$ cat src/rtl/core/mht_pkg.sv
// Shared constants, types and helper functions for the move history table.
package mht_pkg;

    localparam int SQUARES     = 64;
    localparam int MAX_PLY     = 256;
    localparam int SQ_W        = $clog2(SQUARES);
    localparam int PLY_W       = $clog2(MAX_PLY);
    localparam int SQ_AREA     = SQUARES * SQUARES;
    localparam int SCORE_DEPTH = 2 * SQ_AREA;
    localparam int SADDR_W     = $clog2(SCORE_DEPTH);

    localparam int SCORE_W     = 16;
    localparam int MOVE_W      = 16;
    localparam int KENTRY_W    = 2 * MOVE_W;
    localparam int SCALE_W     = 11;
    localparam int CAP_W       = 15;
    localparam int CFG_IDX_W   = 1;
    localparam int CFG_DATA_W  = 15;
    localparam int MUL_A_W     = 17;
    localparam int MUL_B_W     = 16;
    localparam int PROD_W      = MUL_A_W + MUL_B_W;
    localparam int RAW_BONUS_W = 20;
    localparam int SUM_W       = 19;

    localparam int GRAV_SHIFT  = 14;
    localparam int GRAVITY     = 1 << GRAV_SHIFT;

    localparam logic [SCALE_W-1:0] SCALE_RESET = SCALE_W'(130);
    localparam logic [CAP_W-1:0]   CAP_RESET   = CAP_W'(1159);

    localparam logic [CFG_IDX_W-1:0] CFG_BONUS_SCALE = CFG_IDX_W'(0);
    localparam logic [CFG_IDX_W-1:0] CFG_BONUS_CAP   = CFG_IDX_W'(1);

    typedef enum logic [2:0] {
        ACT_REWARD        = 3'd0,
        ACT_PENALIZE      = 3'd1,
        ACT_READ_SCORE    = 3'd2,
        ACT_KILLER_UPDATE = 3'd3,
        ACT_READ_KILLERS  = 3'd4,
        ACT_CLEAR_PLY     = 3'd5,
        ACT_CLEAR_KILLERS = 3'd6,
        ACT_CLEAR_ALL     = 3'd7
    } action_t;

    typedef enum logic [2:0] {
        ST_CLEAR,
        ST_IDLE,
        ST_READ,
        ST_BONUS,
        ST_MUL,
        ST_DONE
    } state_t;

    typedef struct packed {
        logic                rd_en;
        logic                wr_en;
        logic                clr_one;
        logic                clr_all;
        logic [PLY_W-1:0]    addr;
        logic [KENTRY_W-1:0] wr_data;
    } kcmd_t;

    // Reduces a byte modulo a constant by conditional subtraction of its scaled copies.
    function automatic logic [7:0] mod_byte(input logic [7:0] v, input int m);
        logic [7:0] r;
        r = v;
        for (int k = 7; k >= 0; k--) begin
            if (int'(r) >= (m << k)) begin
                r = r - 8'(m << k);
            end
        end
        return r;
    endfunction

endpackage

$ cat src/rtl/core/mht_mul.sv
// Shared signed multiplier with a registered product.
module mht_mul (
    input  logic                                aclk,
    input  logic signed [mht_pkg::MUL_A_W-1:0]  op_a,
    input  logic signed [mht_pkg::MUL_B_W-1:0]  op_b,
    output logic signed [mht_pkg::PROD_W-1:0]   prod
);
    import mht_pkg::*;

    logic signed [PROD_W-1:0] prod_reg;

    always_ff @(posedge aclk) begin
        prod_reg <= PROD_W'(op_a) * PROD_W'(op_b);
    end

    assign prod = prod_reg;

endmodule

$ cat config.mk
export PLATFORM = sky130hd
export DESIGN_NAME = mht_mul
export DESIGN_NICKNAME = d
export VERILOG_FILES = /design/src/rtl/core/mht_pkg.sv /design/src/rtl/core/mht_mul.sv
export SDC_FILE = /design/constraint.sdc
export NUM_CORES = 1
export LEC_CHECK = 0
export ABC_AREA = 0
export ABC_CLOCK_PERIOD_IN_PS = 8800
export BUFFER_PORTS_ARGS = -buffer_cell sky130_fd_sc_hd__buf_4
export CORE_MARGIN = 5
export CORE_UTILIZATION = 50
export DETAILED_ROUTE_END_ITERATION = 8
export GPL_TIMING_DRIVEN = 0
export PLACE_DENSITY = 0.67
export SETUP_SLACK_MARGIN = 0.02
export SLEW_MARGIN = 10
export SYNTH_ARGS = -nofsm -noshare
export SYNTH_HDL_FRONTEND = slang
export SYNTH_SLANG_ARGS = --single-unit
$ cat constraint.sdc
create_clock -name aclk -period 8.8 [get_ports aclk]
set_input_delay 0 -clock aclk [delete_from_list [all_inputs] [get_ports aclk]]
set_output_delay 0 -clock aclk [all_outputs]
set_load 0.005 [all_outputs]
=== Yosys cells after proc, flatten, opt, wreduce, memory -nomap -nowiden ===
Index checks and enable logic that the tools add are counted.

* Bits in registers: 33
* Output and inout port bits: 33

* Multipliers: 1

{| class="wikitable"
|+ Operator list
! operator !! number
|-
| multiplier 17 x 16 -> 33 bit || 1
|}

=== Logic depth before layout (Yosys ltp) ===
* Depth in word-level cells: 1
* Gate-level depth with buffers: 23
* Depth with buffers taken out: 21

=== Worst setup path after synthesis ===
OpenSTA, ideal clock, no wires.

* Kind: in2reg
* Start: in op_b[7] (netlist name)
* End: reg prod_reg[30] (netlist: prod[30])
* Setup time: 0.124 ns
* Arrival time: 5.812 ns
* Required time: 8.676 ns
* Setup slack: 2.864 ns
* Stages on the path: 21
* Cells stage by stage: clkbuf_1 > clkbuf_1 > nand2_1 > fa_1 > inv_1 > fa_1 > fa_1 > fa_1 > fa_1 > inv_1 > fa_1 > inv_1 > ha_1 > a21o_1 > a31o_2 > a221oi_1 > o2bb2ai_2 > o21ai_2 > o21a_1 > mux2_4 > a2111o_1

* Longest elaborated chain between the ends: 1

{| class="wikitable"
|+ Ends and longest elaborated chain
! what !! RTL line !! text
|-
| start: declaration || mht_mul.sv:5 || <nowiki>input logic signed [mht_pkg::MUL_B_W-1:0] op_b,</nowiki>
|-
| multiplier 17 x 16 -> 33 bit || mht_mul.sv:13 || <nowiki>prod_reg <= PROD_W'(op_a) * PROD_W'(op_b);</nowiki>
|-
| end signal: assignment || mht_mul.sv:13 ||
|-
| end: declaration || mht_mul.sv:10 || <nowiki>logic signed [PROD_W-1:0] prod_reg;</nowiki>
|}

Every way passes these cells.

=== Final worst setup path ===
* Start: in op_b[8] (netlist name)
* End: reg prod_reg[30] (netlist: prod[30])

The elaborated chain is that of the path after synthesis.

==> results.yml <==
yosys:
  synth_top_area_share_pct: 50.4
  synth_compound_area_share_pct: 4.70
  synth_seq_area_share_pct: 6.02
  syn_area_per_cell_um2: 9.31
  synth_area_leaders: "fa_1, inv_1, ha_1, and2_1, dfxtp_1"
  synthCells: 1179
  async_reset_ff_share_pct: 0
  synth_area_um2: 11000
  synth-seq-cells: 33
  synth_edf_count: 0
  yosys_warnings: 0
  ys_types: 42
  muxShareOfSynthArea_pct: 0.137
  netlist.top_cell.by_area: "fa_1"
  synthSimpleGateAreaFrac_pct: 14.6
  synth_ff_type: "dfxtp_1"
  synth_top_family_by_area: "adder cells"
  synth-xor-area-share_pct: 2.71
  syn_nets: 1573
  synth_adder_area_share_pct: 59.9
finish:
  largest_register_ffs: 33
  fin_cells: 1530
  n_antenna_cell: 0
  final_nets: 1643
  post-route-util_pct: 55.2
  fill_cells: 2009
  drive_above_1_share_pct: 6.32
  mostFrequentLayoutCells: "inv_1, fa_1, nand2_1, and2_1, ha_1"
  seq_area_um2: 661
  area_growth_pct: 9.07
  multiInputGateArea_um2: 9010
  final_common_cell: "inv_1"
outcome:
  outcome: "finished, final reports clean"
worst_setup_path:
  cp.arrival_ns: 6.77
  setup.worst_path.start: "op_b[8]"
  crit_fanout: 10
  cp-end-kind: "flip-flop"
  critPathKind: "primary input to flip-flop"
  start_kind: "primary input"
  crit_slowest_cell: "fa_1"
  crit_chain: "clkbuf_1 > clkbuf_1 > nand2_1 > fa_1 > inv_1 > fa_1 > inv_1 > fa_1 > inv_1 > fa_1 > fa_1 > inv_1 > fa_1 > inv_1 > ha_1 > inv_1 > nor2_1 > a32o_2 > o2bb2ai_2 > o21ai_2 > o21a_1 > mux2_4 > a2111o_1"
  critPathCapture: "prod[30]"
  required_ns: 8.98
  max_stage_delay_ns: 0.57
sta:
  whs_ns: 0.0715
  max_freq_ghz: 0.152
  rsz0062_at_grt: "no"
  layout_min_cycle_time_ns: 6.59
  tightest_slew_ns: 0.734
  finalHoldViolCount: 0
  setup_tns_ns: 0
  setup_viol: 0
  period_share_pct: 74.9
  finalMaxSlewViolations: 0
  timing.slew.headroom_pct: 51.0
detailed_routing:
  drt_iter0_drc: 461
  drc: 0
  wl_um: 26900
  via_per_inst: 5.11
  vias: 7820
  drt_pre_antenna_iters: 5
  ant_nets: 0
  wl_per_cell_um: 17.6
global_route:
  grt_pass1_wl_um: 44600
  overflow: 0
  gr-usage-met3_pct: 2.93
  gr-usage-met2_pct: 39.8
  grt.busiest_layer: "met2"
  antenna_found_initial: 0
  first_global_vias: 8377
  grt_max_degree: 13
  use_met1_pct: 30.4
  grt_usage_pct: 23.4
floorplanning:
  fp.dieH_um: 158
  row_count: 54
  die-area_um2: 25000
  initial_utilization_pct: 50.6
  io_pins: 67
  coreArea_um2: 21700
  die_w_um: 158
clock_tree:
  post_cts_resized: 0
  cts_tree: "built"
  post_cts_buffers: 0
  clock_path_buffers: 2
  h-tree-depth: 2
  cts_hold_buf: 0
  cts-buffers-inserted: 5
  cts_sinks: 33
  cts-root-buf: "clkbuf_16"
  path_clk_slew_ns: 0.06
placement:
  gp_congestion: 0.921
  portBuffers: 63
  dpl.cell_count: 1522
  hpwl_um: 23000
min_path:
  hp-class: "primary input to flip-flop"
flow_run:
  maxCapViolCount: 0
## through the flow
| stage | instance area (µm²) | worst slack, ns |
|---|---|---|
| 2_1_floorplan | 11000 | 2.86 |
| 3_5_place_dp | 11800 | 1.88 |
| 5_1_grt | 12000 | 1.90 |
| 4_1_cts | 12000 | 2.20 |
| 3_3_place_gp | 11800 | 1.89 |
| 6_report | 12000 | 2.21 |
## cells by family after synthesis
logic type / after synthesis
AND/OR/NAND/NOR: 326
flip-flops: 33
AO/OA/AOI/OAI: 78
buffers and inverters: 347
multiplexers: 1
adder cells (fa/ha/maj): 360
XOR/XNOR: 34
## critical path, delay by kind of cell
kind / cells / cell delay (ns)
AND/OR/NAND/NOR: 2 / 0.24
adder cells (fa/ha/maj): 7 / 3.43
buffers and inverters: 8 / 1.42
AO/OA/AOI/OAI: 5 / 1.35
multiplexers: 1 / 0.31
## worst min path at each step
stage	start	to	slack [ns]	cells past startpoint
after CTS	op_a[0]	prod[0]	0.08	2
final	op_a[0]	prod[0]	0.07	2
after global routing	op_a[0]	prod[0]	0.07	2
after floorplan	op_a[0]	prod[0]	0.13	1
after detailed placement	op_a[0]	prod[0]	0.38	2
after global placement	op_a[0]	prod[0]	0.37	2
## per-layer routing
layer / share of wire, % / wire, µm
met5: 0 / 0
met4: 4.7 / 1280
met3: 6.3 / 1700
met2: 50 / 13500
met1: 39 / 10500
## cell usage after synthesis (all sizes together) (2+ instances only)
cell type,instances
xnor2,26
o21bai,3
and3,5
nor2,32
a21o,7
o21ai,19
o21a,2
o211ai,5
a21oi,27
nand3,4
nor2b,3
clkbuf,35
dfxtp,33
inv,311
nand2,142
and2,129
nand2b,7
a21boi,3
ha,84
fa,276
xor2,8
## final cells by class
cell class                      instances  area share (%)
Timing Repair Buffer                   63            3.95
Buffer                                 36            1.13
Multi-Input combinational cell        799            75.3
Tap cell                              280            2.93
Inverter                              311            9.76
Sequential cell                        33            5.52
Clock inverter                          3           0.387
Clock buffer                            5            1.05
Power is left out: the tool's default activity adds up to more than one toggle a clock period on the data nets, which glitch-free logic cannot reach.
